==> src/hw/rtl/tcsp_pkg.sv <==
// ----------------------------------------------------------------------------
// tcsp_pkg
// Shared types and codes for the telnet command stream parser.
// ----------------------------------------------------------------------------
package tcsp_pkg;

    localparam logic [7:0] B_NUL  = 8'd0;
    localparam logic [7:0] B_LF   = 8'd10;
    localparam logic [7:0] B_CR   = 8'd13;
    localparam logic [7:0] B_SE   = 8'd240;
    localparam logic [7:0] B_SB   = 8'd250;
    localparam logic [7:0] B_WILL = 8'd251;
    localparam logic [7:0] B_WONT = 8'd252;
    localparam logic [7:0] B_DO   = 8'd253;
    localparam logic [7:0] B_DONT = 8'd254;
    localparam logic [7:0] B_IAC  = 8'd255;

    localparam logic [7:0] OPT_ECHO  = 8'd1;
    localparam logic [7:0] OPT_SGA   = 8'd3;
    localparam logic [7:0] OPT_TTYPE = 8'd24;
    localparam logic [7:0] OPT_NAWS  = 8'd31;
    localparam logic [7:0] OPT_TSPD  = 8'd32;

    localparam logic [1:0] KIND_DATA   = 2'd0;
    localparam logic [1:0] KIND_REPLY  = 2'd1;
    localparam logic [1:0] KIND_WINDOW = 2'd2;

    localparam logic [15:0] RESET_COLS = 16'd80;
    localparam logic [15:0] RESET_ROWS = 16'd25;

    typedef struct packed {
        logic [1:0] kind;
        logic [7:0] value;
        logic       last;
    } res_t;

    typedef struct packed {
        logic [1:0]       count;
        res_t [2:0]       item;
        logic [15:0]      cols;
        logic [15:0]      rows;
    } burst_t;

endpackage

==> src/hw/rtl/tcsp_in_skid.sv <==
// ----------------------------------------------------------------------------
// tcsp_in_skid
// Input register with a skid slot; stall is taken straight from a register.
// ----------------------------------------------------------------------------
module tcsp_in_skid
(
    input  logic       clk,
    input  logic       rst_n,
    input  logic       in_valid,
    output logic       in_stall,
    input  logic [7:0] rx_byte,
    input  logic       take,
    output logic       main_valid,
    output logic [7:0] main_byte
);

    logic       main_valid_reg;
    logic [7:0] main_byte_reg;
    logic       skid_valid_reg;
    logic [7:0] skid_byte_reg;
    logic       in_fire;

    assign in_stall   = skid_valid_reg;
    assign in_fire    = in_valid && !skid_valid_reg;
    assign main_valid = main_valid_reg;
    assign main_byte  = main_byte_reg;

    always_ff @(posedge clk or negedge rst_n)
    begin
        if (!rst_n)
        begin
            main_valid_reg <= 1'b0;
            skid_valid_reg <= 1'b0;
        end
        else if (take)
        begin
            if (skid_valid_reg)
            begin
                skid_valid_reg <= 1'b0;
            end
            else
            begin
                main_valid_reg <= in_fire;
            end
        end
        else if (in_fire)
        begin
            if (!main_valid_reg)
            begin
                main_valid_reg <= 1'b1;
            end
            else
            begin
                skid_valid_reg <= 1'b1;
            end
        end
    end

    always_ff @(posedge clk)
    begin
        if (take)
        begin
            if (skid_valid_reg)
            begin
                main_byte_reg <= skid_byte_reg;
            end
            else
            begin
                main_byte_reg <= rx_byte;
            end
        end
        else if (in_fire)
        begin
            if (!main_valid_reg)
            begin
                main_byte_reg <= rx_byte;
            end
            else
            begin
                skid_byte_reg <= rx_byte;
            end
        end
    end

endmodule

==> src/hw/rtl/tcsp_parser.sv <==
// ----------------------------------------------------------------------------
// tcsp_parser
// Telnet parse state and the decode of one byte into a burst of results.
// ----------------------------------------------------------------------------
module tcsp_parser
    import tcsp_pkg::*;
#(
    parameter int OPTION_STORE = 256
)
(
    input  logic       clk,
    input  logic       rst_n,
    input  logic       fire,
    input  logic [7:0] rx_byte,
    output burst_t     burst
);

    localparam int CW = $clog2(OPTION_STORE + 1);

    localparam logic [2:0] ST_NORMAL = 3'd0;
    localparam logic [2:0] ST_IAC    = 3'd1;
    localparam logic [2:0] ST_OPT    = 3'd2;
    localparam logic [2:0] ST_SB     = 3'd3;
    localparam logic [2:0] ST_OPTDAT = 3'd4;
    localparam logic [2:0] ST_SE     = 3'd5;

    logic [2:0]    state_reg,   state_next;
    logic [7:0]    cmd_reg,     cmd_next;
    logic [CW-1:0] count_reg,   count_next;
    logic [7:0]    opt_reg [4];
    logic          opt_we;
    logic [15:0]   cols_reg,    cols_next;
    logic [15:0]   rows_reg,    rows_next;
    logic          prev_cr_reg;
    logic [7:0]    c;
    logic [7:0]    reply_code;
    logic          reply_none;
    logic [15:0]   naws_cols;
    logic [15:0]   naws_rows;

    assign c = (rx_byte == B_NUL && prev_cr_reg) ? B_LF : rx_byte;
    assign naws_cols = {opt_reg[0], opt_reg[1]};
    assign naws_rows = {opt_reg[2], opt_reg[3]};

    always_comb
    begin
        reply_none = (c == OPT_ECHO) || (c == OPT_SGA) || (c == OPT_NAWS);
        if (c == OPT_TTYPE || c == OPT_TSPD)
        begin
            reply_code = B_DO;
        end
        else if (cmd_reg == B_WILL || cmd_reg == B_WONT)
        begin
            reply_code = B_DONT;
        end
        else
        begin
            reply_code = B_WONT;
        end
    end

    always_comb
    begin
        state_next = state_reg;
        cmd_next   = cmd_reg;
        count_next = count_reg;
        opt_we     = 1'b0;
        cols_next  = cols_reg;
        rows_next  = rows_reg;
        burst.count = 2'd0;
        burst.item[0] = '{kind: KIND_DATA, value: c, last: 1'b1};
        burst.item[1] = '{kind: KIND_REPLY, value: reply_code, last: 1'b0};
        burst.item[2] = '{kind: KIND_REPLY, value: c, last: 1'b1};
        unique case (state_reg)
            ST_IAC:
            begin
                state_next = ST_NORMAL;
                if (c == B_IAC)
                begin
                    burst.count = 2'd1;
                end
                else if (c >= B_WILL && c <= B_DONT)
                begin
                    cmd_next   = c;
                    state_next = ST_OPT;
                end
                else if (c == B_SB)
                begin
                    state_next = ST_SB;
                end
            end
            ST_OPT:
            begin
                state_next = ST_NORMAL;
                burst.item[0] = '{kind: KIND_REPLY, value: B_IAC, last: 1'b0};
                if (!reply_none)
                begin
                    burst.count = 2'd3;
                end
            end
            ST_SB:
            begin
                cmd_next   = c;
                count_next = '0;
                state_next = ST_OPTDAT;
            end
            ST_OPTDAT:
            begin
                if (c == B_IAC)
                begin
                    state_next = ST_SE;
                end
                else if (count_reg < CW'(OPTION_STORE))
                begin
                    opt_we     = (count_reg < CW'(4));
                    count_next = count_reg + 1'b1;
                end
            end
            ST_SE:
            begin
                state_next = ST_NORMAL;
                if (c == B_SE && cmd_reg == OPT_NAWS && count_reg == CW'(4))
                begin
                    if (naws_cols != 16'd0)
                    begin
                        cols_next = naws_cols;
                    end
                    if (naws_rows != 16'd0)
                    begin
                        rows_next = naws_rows;
                    end
                    burst.count = 2'd1;
                    burst.item[0] = '{kind: KIND_WINDOW, value: 8'd0, last: 1'b1};
                end
            end
            default:
            begin
                if (c == B_IAC)
                begin
                    state_next = ST_IAC;
                end
                else
                begin
                    state_next  = ST_NORMAL;
                    burst.count = 2'd1;
                end
            end
        endcase
        burst.cols = cols_next;
        burst.rows = rows_next;
    end

    always_ff @(posedge clk or negedge rst_n)
    begin
        if (!rst_n)
        begin
            state_reg   <= ST_NORMAL;
            cmd_reg     <= 8'd0;
            count_reg   <= '0;
            cols_reg    <= RESET_COLS;
            rows_reg    <= RESET_ROWS;
            prev_cr_reg <= 1'b0;
        end
        else if (fire)
        begin
            state_reg   <= state_next;
            cmd_reg     <= cmd_next;
            count_reg   <= count_next;
            cols_reg    <= cols_next;
            rows_reg    <= rows_next;
            prev_cr_reg <= (rx_byte == B_CR);
        end
    end

    always_ff @(posedge clk)
    begin
        if (fire && opt_we)
        begin
            opt_reg[count_reg[1:0]] <= c;
        end
    end

endmodule

==> src/hw/rtl/tcsp_burst.sv <==
// ----------------------------------------------------------------------------
// tcsp_burst
// Result register holding up to three results; sends them one per transfer.
// ----------------------------------------------------------------------------
module tcsp_burst
    import tcsp_pkg::*;
(
    input  logic        clk,
    input  logic        rst_n,
    input  logic        load_req,
    output logic        load_ok,
    input  burst_t      burst,
    output logic        out_valid,
    input  logic        out_stall,
    output logic [1:0]  kind,
    output logic [7:0]  value,
    output logic [15:0] window_cols,
    output logic [15:0] window_rows,
    output logic        last
);

    logic [1:0]  cnt_reg;
    res_t [2:0]  item_reg;
    logic [15:0] cols_reg;
    logic [15:0] rows_reg;
    logic        out_fire;
    logic        load;

    assign out_valid   = (cnt_reg != 2'd0);
    assign out_fire    = out_valid && !out_stall;
    assign load_ok     = (cnt_reg == 2'd0) || (cnt_reg == 2'd1 && out_fire);
    assign load        = load_req && load_ok;
    assign kind        = item_reg[0].kind;
    assign value       = item_reg[0].value;
    assign last        = item_reg[0].last;
    assign window_cols = cols_reg;
    assign window_rows = rows_reg;

    always_ff @(posedge clk or negedge rst_n)
    begin
        if (!rst_n)
        begin
            cnt_reg <= 2'd0;
        end
        else if (load)
        begin
            cnt_reg <= burst.count;
        end
        else if (out_fire)
        begin
            cnt_reg <= cnt_reg - 2'd1;
        end
    end

    always_ff @(posedge clk)
    begin
        if (load)
        begin
            item_reg <= burst.item;
            cols_reg <= burst.cols;
            rows_reg <= burst.rows;
        end
        else if (out_fire)
        begin
            item_reg[0] <= item_reg[1];
            item_reg[1] <= item_reg[2];
        end
    end

endmodule

==> src/hw/rtl/telnet_command_stream_parser.sv <==
// ----------------------------------------------------------------------------
// telnet_command_stream_parser
// Telnet receive parser: data pass-through, option replies, NAWS updates.
// ----------------------------------------------------------------------------
//  channel  handshake            payload
//  in       in_valid / in_stall  rx_byte
//  out      out_valid/ out_stall kind, value, window_cols, window_rows, last
//
//  One byte per cycle while neither side stalls; a byte passes the input register, then the result register.
//  An option reply holds the result register for three output transfers,
//  so input stalls once the skid slot fills behind it.
//  Stall on the input comes from a register (skid slot full).
//  Reset returns to the normal data state with an 80 x 25 window.
// ----------------------------------------------------------------------------
module telnet_command_stream_parser
    import tcsp_pkg::*;
#(
    parameter int OPTION_STORE = 256
)
(
    input  logic        clk,
    input  logic        rst_n,
    input  logic        in_valid,
    output logic        in_stall,
    input  logic [7:0]  rx_byte,
    output logic        out_valid,
    input  logic        out_stall,
    output logic [1:0]  kind,
    output logic [7:0]  value,
    output logic [15:0] window_cols,
    output logic [15:0] window_rows,
    output logic        last
);

    logic       main_valid;
    logic [7:0] main_byte;
    logic       load_ok;
    logic       fire;
    burst_t     burst;

    assign fire = main_valid && load_ok;

    tcsp_in_skid u_in
    (
        .clk        (clk),
        .rst_n      (rst_n),
        .in_valid   (in_valid),
        .in_stall   (in_stall),
        .rx_byte    (rx_byte),
        .take       (fire),
        .main_valid (main_valid),
        .main_byte  (main_byte)
    );

    tcsp_parser #(.OPTION_STORE(OPTION_STORE)) u_parser
    (
        .clk     (clk),
        .rst_n   (rst_n),
        .fire    (fire),
        .rx_byte (main_byte),
        .burst   (burst)
    );

    tcsp_burst u_burst
    (
        .clk         (clk),
        .rst_n       (rst_n),
        .load_req    (main_valid),
        .load_ok     (load_ok),
        .burst       (burst),
        .out_valid   (out_valid),
        .out_stall   (out_stall),
        .kind        (kind),
        .value       (value),
        .window_cols (window_cols),
        .window_rows (window_rows),
        .last        (last)
    );

endmodule

==> config.mk <==
export PLATFORM = sky130hd
export DESIGN_NAME = telnet_command_stream_parser
export DESIGN_NICKNAME = d
export VERILOG_FILES = /design/src/hw/rtl/tcsp_pkg.sv /design/src/hw/rtl/tcsp_in_skid.sv /design/src/hw/rtl/tcsp_parser.sv /design/src/hw/rtl/tcsp_burst.sv /design/src/hw/rtl/telnet_command_stream_parser.sv
export SDC_FILE = /design/constraint.sdc
export NUM_CORES = 1
export LEC_CHECK = 0
export ABC_CLOCK_PERIOD_IN_PS = 7300
export BUFFER_PORTS_ARGS = -buffer_cell sky130_fd_sc_hd__buf_2
export CORE_ASPECT_RATIO = 1.2
export CORE_MARGIN = 4
export CORE_UTILIZATION = 52
export CTS_CLUSTER_DIAMETER = 150
export DETAILED_ROUTE_END_ITERATION = 8
export PLACE_DENSITY = 0.82
export SLEW_MARGIN = 0
export SYNTH_ARGS = -nofsm -noshare
export SYNTH_HDL_FRONTEND = slang
export SYNTH_HIERARCHICAL = 1
export SYNTH_SLANG_ARGS = --single-unit
==> constraint.sdc <==
create_clock -name clk -period 7.3 [get_ports clk]
set_input_delay 0.73 -clock clk [delete_from_list [all_inputs] [get_ports clk]]
set_output_delay 0.73 -clock clk [all_outputs]
set_load 0.02 [all_outputs]
==> results.cfg, run 1 <==
[status]
outcome = finished clean

[detailed_routing]
wirelength_mm = 13.4
met3_length_um = 611
vias_per_cell = 5.44
top_layer_used = met4
wl_per_cell_um = 17.8
vias = 4091
met2_length_mm = 7.04
drt_first_pass_iters = 5
ant_nets = 0
drt_iter0_markers = 364
drt-met1-wl_mm = 5.50
drc = 0

[finish]
layout-drive-gt1-share_pct = 39.9
synthToLayoutAreaGrowth_pct = 10.1
final_nets = 557
n_antenna_cell = 0
layout_commonest_cell = edfxtp_1
post-route-util_pct = 58.9
fin_cells = 752
layout_common_cells = 113 x edfxtp_1, 64 x mux2_2, 56 x buf_2
largest_reg_flops = 32

[synthesis]
synth_xor_area_share_pct = 0.113
synth_area_mm2 = 0.00774
syn_area_per_cell_um2 = 15.5
synth-edff-count = 113
synth.area.mux_share_pct = 17.6
synth_top_family_by_area = multiplexers
syn_inst = 498
yosysWarnings = 6
synthAdderAreaFrac_pct = 0.970
ys_types = 67
yosysSeqAreaShare_pct = 62.4
yosys.area_share.simple_pct = 9.68
synth_seq_cells = 170
ys.flop_type = edfxtp_1
async_reset_ff_share_pct = 33.5
synth-compound-area-share_pct = 3.98

[floorplanning]
die_width_um = 119
start_util_pct = 53.5
die_area_mm2 = 0.0169
num_rows = 48
core_mm2 = 0.0145
ioPinCount = 57
die_y_um = 142

[clocking]
hold_buffers = 0
path_clk_slew_ps = 60
cts_sinks = 170
clk_path_buf_depth = 2
htree_levels = 4
postCtsSetupRepairBufs = 0
cts_tree = built
cts_root_buf = clkbuf_16
cts-buffers-inserted = 17
clock_latency_ps = 420
cts_resized = 0

[worst_setup_path]
r2r_start = u_burst/cnt_reg[0]
crit_type = flip-flop to flip-flop
crit_family = simple AND/OR/NAND/NOR gates
ff2ff_setup_slack_ps = 3890
path_cells = inv_1 -> ha_1 -> or2_2 -> and2_1 -> inv_1 -> nor4_2 -> and4_1 -> mux2_2
cp.arrival_ps = 3710
reg2regPathDepth = 8
path_max_fanout = 16
cp.depth = 8
cp-end-kind = flip-flop
crit_buf_inv = 2
path_common_cell = inv_1
timing.rr.end = u_parser/cols_reg[1]
cpMaxStageDelayCell = and4_1
required_ps = 7610
worstSetupStartpointType = flip-flop
slowest_delay_ps = 860

[timing]
finalSetupTns_ps = 0
skew_ps = 10.3
setup_violations = 0
tightest_slew_ps = 996
relSlewSlack_pct = 33.1
period_share_pct = 46.7
period_needed_ps = 3410
slew_violations = 0
worst_slack_ps = 3890
finalHoldViolCount = 0
fmax_mhz = 294
rsz0062_at_grt = no

[global_route]
antenna_found_initial = 0
grt_usage_pct = 16.6
grt_pass1_vias = 4313
grt_pass1_wl_mm = 22.0
grt_max_degree = 58
grt_remaining_overflow = 0

[power]
ir_drop_v = 0.000254
p_leak_nw = 3.45
finalPower_mw = 3.32
p_per_area_mw_per_mm2 = 389

[place]
placedCellCount = 720
place.gp.congestion = 0.847
dpl_worst_slack_ps = 3750
dpl.hpwl_mm = 8.86
port_buffers = 56

[run]
maxCapViolations = 0

[min_path]
hp-class = primary input to asynchronous set/reset pin
-- final cells by class --
cell class              instances  area [um^2]
fillers                      1090         5950
inverters                      15         56.3
flip-flops and latches        170         4830
multi-input cells             277         2550
clock buffers                  18          429
repair buffers                 58          295
clock inverters                14          120
well taps                     200          250
-- Yosys cell counts (all sizes together) (6+ instances only) --
master / instances / area (um^2)
a21o: 7 / 53.8
a21oi: 6 / 30.0
and2: 7 / 45.1
buf: 32 / 280
clkbuf: 13 / 58.8
dfrtp: 52 / 1300
edfxtp: 113 / 3390
ha: 6 / 75.1
inv: 15 / 56.3
mux2: 104 / 1320
nand2: 14 / 60.1
nand3: 7 / 35.0
nand4: 9 / 116
nor2: 6 / 22.5
nor3: 10 / 55.1
nor4: 16 / 121
o21ai: 13 / 76.3
or2: 6 / 37.5
-- metal layers --
layer	up-vias	track usage, %
met5	-	0
met4	0	6.63
met3	19	4.07
met2	117	29.2
met1	2046	19.8
li1	1909	-
-- through the flow --
| stage | cell area (um^2) | hold slack (ps) |
|---|---|---|
| floorplan | 7780 | 434 |
| global placement | 7980 | 483 |
| detailed placement | 7980 | 491 |
| CTS | 8520 | 477 |
| global route | 8520 | 484 |
| finish | 8520 | 463 |
-- logic make-up (layout without fill, tap and decap cells) --
group / after synthesis / in the layout
multiplexers: 108 / 108
adder cells (fa/ha/maj): 6 / 6
XOR/XNOR: 1 / 1
flip-flops: 170 / 170
AND/OR/NAND/NOR: 106 / 106
buffers and inverters: 61 / 105
AO/OA/AOI/OAI: 44 / 44
other: 2 / 12
-- worst max path at each step --
stage	slack, ps	startpoint	to
after floorplan	4700	out_stall	u_parser/count_reg[7]
after global placement	3870	out_stall	u_parser/cols_reg[15]
after detailed placement	3750	out_stall	u_parser/cols_reg[1]
after CTS	3900	u_burst/cnt_reg[0]	u_parser/cols_reg[15]
after global routing	3690	u_burst/cnt_reg[0]	u_parser/cols_reg[2]
final	3890	u_burst/cnt_reg[0]	u_parser/cols_reg[1]
-- power breakdown --
group	switching, mW	internal, mW	leakage (nW)	total [mW]
clock network	0.357	0.469	0.264	0.826
registers	0.198	1.41	1.82	1.61
logic	0.542	0.338	1.36	0.880
total	1.10	2.22	3.45	3.32
No activity file was read; power rests on OpenSTA's default activity.
==> run 2: changes to the inputs <==
--- a/config.mk
+++ b/config.mk
@@ -5,14 +5,14 @@
 export SDC_FILE = /design/constraint.sdc
 export NUM_CORES = 1
 export LEC_CHECK = 0
-export ABC_CLOCK_PERIOD_IN_PS = 7300
+export ABC_CLOCK_PERIOD_IN_PS = 3100
 export BUFFER_PORTS_ARGS = -buffer_cell sky130_fd_sc_hd__buf_2
 export CORE_ASPECT_RATIO = 1.2
 export CORE_MARGIN = 4
 export CORE_UTILIZATION = 52
 export CTS_CLUSTER_DIAMETER = 150
 export DETAILED_ROUTE_END_ITERATION = 8
-export PLACE_DENSITY = 0.82
+export PLACE_DENSITY = 0.85
 export SLEW_MARGIN = 0
 export SYNTH_ARGS = -nofsm -noshare
 export SYNTH_HDL_FRONTEND = slang
==> constraint.sdc (replaced) <==
create_clock -name clk -period 3.1 [get_ports clk]
set_input_delay 0.31 -clock clk [delete_from_list [all_inputs] [get_ports clk]]
set_output_delay 0.31 -clock clk [all_outputs]
set_load 0.02 [all_outputs]
==> results.cfg, run 2 (synthesis results as in run 1) <==
[worst_setup_path]
crit_type = flip-flop to flip-flop
cp-end-kind = flip-flop
path_common_cell = inv_1
cpMaxStageDelayCell = dfrtp_1
required_ps = 3400
crit_start = u_burst/cnt_reg[0]
cp.depth = 9
ff2ff_setup_slack_ps = 330
r2r_start = u_burst/cnt_reg[0]
crit_family = simple AND/OR/NAND/NOR gates
crit_buf_inv = 3
reg2regPathDepth = 9
worstSetupStartpointType = flip-flop
path_max_fanout = 16
endpoint = u_parser/cols_reg[15]
timing.rr.end = u_parser/cols_reg[15]
slowest_delay_ps = 390
path_cells = inv_1 -> ha_1 -> or2_2 -> and2_1 -> inv_1 -> nor4_2 -> and4_1 -> buf_4 -> mux2_2
cp.arrival_ps = 3080

[place]
placedCellCount = 736
dpl.hpwl_mm = 9.16
port_buffers = 56
place.gp.congestion = 0.860

[finish]
largest_reg_flops = 32
layout_common_cells = 113 x edfxtp_1, 64 x mux2_2, 56 x buf_2
n_antenna_cell = 0
final_nets = 574
fin_cells = 769
layout-drive-gt1-share_pct = 41.3
layout_commonest_cell = edfxtp_1
synthToLayoutAreaGrowth_pct = 12.2

[timing]
fmax_mhz = 361
slew_violations = 0
setup_violations = 0
relSlewSlack_pct = 41.8
tightest_slew_ps = 873
finalHoldViolCount = 0
skew_ps = 6.57
rsz0062_at_grt = no
period_share_pct = 89.5
period_needed_ps = 2770
finalSetupTns_ps = 0

[detailed_routing]
drc = 0
wirelength_mm = 13.5
drt_first_pass_iters = 5
vias = 4212
wl_per_cell_um = 17.6
drt_iter0_markers = 433
vias_per_cell = 5.48
ant_nets = 0

[power]
p_per_area_mw_per_mm2 = 924
p_leak_nw = 3.54
ir_drop_v = 0.000380

[status]
outcome = finished clean

[global_route]
grt_pass1_vias = 4339
grt_pass1_wl_mm = 22.2
antenna_found_initial = 0
grt_max_degree = 35
grt_usage_pct = 16.8
grt_remaining_overflow = 0

[run]
maxCapViolations = 0

[clocking]
htree_levels = 4
clock_latency_ps = 430
cts_sinks = 170
cts-buffers-inserted = 17
cts_resized = 0
cts_root_buf = clkbuf_16
path_clk_slew_ps = 60
cts_tree = built
clk_path_buf_depth = 2

[floorplanning]
ioPinCount = 57
die_width_um = 119
die_y_um = 142
die_area_mm2 = 0.0169
start_util_pct = 53.5
num_rows = 48
core_mm2 = 0.0145

[min_path]
hp-class = primary input to flip-flop
run 2: layer usage:
metal	up-vias	share of wire [%]	track usage, %
li1	1942	-	-
met1	2080	41	19.8
met2	150	51	28.6
met3	40	4.8	4.70
met4	0	2.9	7.96
met5	-	0	0
run 2: worst register-to-register path: stages, from the launching register on:
cell     delay (ps)
dfrtp_1         390
inv_1           100
ha_1            300
or2_2           150
and2_1          290
inv_1           150
nor4_2          390
and4_1          240
buf_4           270
mux2_2          390
run 2: report_power, final:
group / switching (mW) / internal, mW / leakage [nW]
Sequential: 0.314 / 3.32 / 1.82
Combinational: 1.44 / 0.886 / 1.44
Clock: 0.865 / 1.19 / 0.270
Total: 2.62 / 5.40 / 3.54
run 2: area by class of cell:
type                       instances  area, um^2
fill                            1071        5790
sequential                       170        4830
multi-input combinational        277        2550
clock buffer                      19         433
timing repair buffer              75         425
tap                              200         250
clock inverter                    13         145
inverter                          15        56.3
run 2: worst min-delay path by stage:
stage	startpoint	endpoint	slack [ps]	cells past startpoint
finish	rx_byte[3]	u_in/skid_byte_reg[3]	80	1
global route	rx_byte[7]	u_in/skid_byte_reg[7]	60	1
CTS	rx_byte[7]	u_in/skid_byte_reg[7]	60	1
detailed placement	rst_n	u_parser/rows_reg[10]	340	1
global placement	rst_n	u_parser/rows_reg[10]	320	1
floorplan	rst_n	u_burst/cnt_reg[0]	10	0
run 2: timing repair:
item	CTS	global route
endpoints found under the hold margin	23	0
buffers inserted	0	0
hold buffers	1	0
run 2: stage by stage:
step	worst slack (ps)	util, %	cell area (um^2)	power, mW	hold slack (ps)
global placement	448	55.9	8100	5.89	320
global route	85.1	60.0	8680	8.41	57.0
detailed placement	341	55.9	8100	6.01	336
CTS	326	60.0	8680	8.08	59.8
floorplan	588	-	7780	5.40	14.4
finish	327	60.0	8680	8.02	76.0
==> run 3: changes to the inputs <==
--- a/config.mk
+++ b/config.mk
@@ -9,10 +9,10 @@
 export BUFFER_PORTS_ARGS = -buffer_cell sky130_fd_sc_hd__buf_2
 export CORE_ASPECT_RATIO = 1.2
 export CORE_MARGIN = 4
-export CORE_UTILIZATION = 52
+export CORE_UTILIZATION = 48
 export CTS_CLUSTER_DIAMETER = 150
 export DETAILED_ROUTE_END_ITERATION = 8
-export PLACE_DENSITY = 0.85
+export PLACE_DENSITY = 0.8
 export SLEW_MARGIN = 0
 export SYNTH_ARGS = -nofsm -noshare
 export SYNTH_HDL_FRONTEND = slang
==> results.cfg, run 3 (synthesis results as in run 1) <==
[place]
placed_area_mm2 = 0.00810
port_buffers = 56
dpl.hpwl_mm = 9.16
place.gp.congestion = 0.871
placedCellCount = 743

[timing]
fmax_mhz = 370
worst_hold_slack_ps = 76.6
skew_ps = 6.63
period_share_pct = 87.3
period_needed_ps = 2710
finalSetupTns_ps = 0
tightest_slew_ps = 897
rsz0062_at_grt = no
relSlewSlack_pct = 40.2
slew_violations = 0
setup_violations = 0
finalHoldViolCount = 0

[floorplanning]
die_y_um = 147
core_mm2 = 0.0157
ioPinCount = 57
die_area_mm2 = 0.0182
die_width_um = 124
num_rows = 50
start_util_pct = 49.3

[finish]
final_area_mm2 = 0.00868
fin_cells = 776
layout_commonest_cell = edfxtp_1
layout_common_cells = 113 x edfxtp_1, 64 x mux2_2, 56 x buf_2
largest_reg_flops = 32
final_nets = 573
synthToLayoutAreaGrowth_pct = 12.1
layout-drive-gt1-share_pct = 40.8
n_antenna_cell = 0

[detailed_routing]
vias_per_cell = 5.34
drt_first_pass_iters = 5
drc = 0
wirelength_mm = 13.3
vias = 4143
wl_per_cell_um = 17.1
ant_nets = 0
drt_iter0_markers = 480

[global_route]
grt_pass1_vias = 4255
antenna_found_initial = 0
grt_usage_pct = 15.4
grt_max_degree = 37
grt_remaining_overflow = 0
grt_pass1_wl_mm = 21.7

[min_path]
hp-class = primary input to flip-flop
hp-start = rx_byte[5]

[clocking]
clock_latency_ps = 420
clk_path_buf_depth = 2
htree_levels = 4
hold_buffers = 1
cts_tree = built
cts_root_buf = clkbuf_16
cts_resized = 0
path_clk_slew_ps = 60
postCtsSetupRepairBufs = 0
cts-buffers-inserted = 17
cts_sinks = 170

[worst_setup_path]
cp-end-kind = flip-flop
slowest_delay_ps = 710
path_cells = inv_1 -> ha_1 -> or2_2 -> and2_1 -> buf_4 -> nand2_1 -> o31ai_2 -> mux2_2
path_max_fanout = 13
required_ps = 3400
cpMaxStageDelayCell = o31ai_2
worstSetupStartpointType = flip-flop
r2r_start = u_burst/cnt_reg[0]
cp.arrival_ps = 3010
crit_start = u_burst/cnt_reg[0]
crit_type = flip-flop to flip-flop
crit_family = compound AO/OA/AOI/OAI gates
crit_buf_inv = 2

[status]
outcome = finished clean

[power]
p_int_mw = 5.41
swShare_pct = 32.4
switching_power_mw = 2.59
p_comb_share_pct = 28.9
p_seq_share_pct = 45.8
clkPwrFrac_pct = 25.3
p_per_area_mw_per_mm2 = 923
ir_drop_v = 0.000434
p_leak_nw = 3.53

[run]
maxCapViolations = 0
==> run 3: cell types whose count changed in the layout (fill, tap and decap cells not counted), sizes merged <==
cell      delta
clkinv       +1
inv          -2
clkinvlp     -1
clkbuf       +2
buf          -1
==> run 3: worst paths after layout <==
kind,endpoint,slack [ps],cells past startpoint
min reg2reg,u_parser/rows_reg[2],500,1
min,u_in/skid_byte_reg[5],80,1
max in group asynchronous,u_parser/rows_reg[0],1800,3
min in group asynchronous,u_parser/rows_reg[9],420,2
max reg2reg,u_parser/cmd_reg[6],390,8
max,u_parser/cmd_reg[6],390,8
==> run 3: final cells by class <==
type | instances | area, um^2
repair buffers | 74 | 418
clock inverters | 11 | 121
clock buffers | 21 | 450
well taps | 208 | 260
flip-flops and latches | 170 | 4830
inverters | 15 | 56.3
multi-input cells | 277 | 2550
fillers | 1181 | 7020
==> run 3: per-layer routing <==
| metal | global-route usage [%] | share of wire, % | up-vias |
|---|---|---|---|
| met5 | 0 | 0 | - |
| met4 | 6.41 | 2.3 | 0 |
| met3 | 4.24 | 5.4 | 27 |
| met2 | 24.9 | 51 | 118 |
| met1 | 19.5 | 42 | 2045 |
| li1 | - | - | 1953 |
==> run 3: worst register-to-register path, stage by stage (launching register included) <==
cell	delay, ps
dfrtp_1	390
inv_1	100
ha_1	300
or2_2	160
and2_1	190
buf_4	220
nand2_1	100
o31ai_2	720
mux2_2	420
==> run 3: through the flow <==
stage | power (mW) | utilization (%) | worst slack (ps)
finish | 8.01 | 55.3 | 395
CTS | 8.06 | 55.3 | 442
global placement | 5.91 | 51.6 | 540
detailed placement | 6.02 | 51.6 | 447
global route | 8.43 | 55.3 | 298
floorplan | 5.40 | - | 588
==> run 3: power groups by stage <==
stage	clock network, mW	registers (mW)	logic [mW]
after floorplan	0	3.82	1.58
after global placement	0	3.66	2.25
after detailed placement	0	3.70	2.32
after CTS	2.07	3.66	2.33
after global routing	2.18	3.73	2.52
final	2.03	3.66	2.32
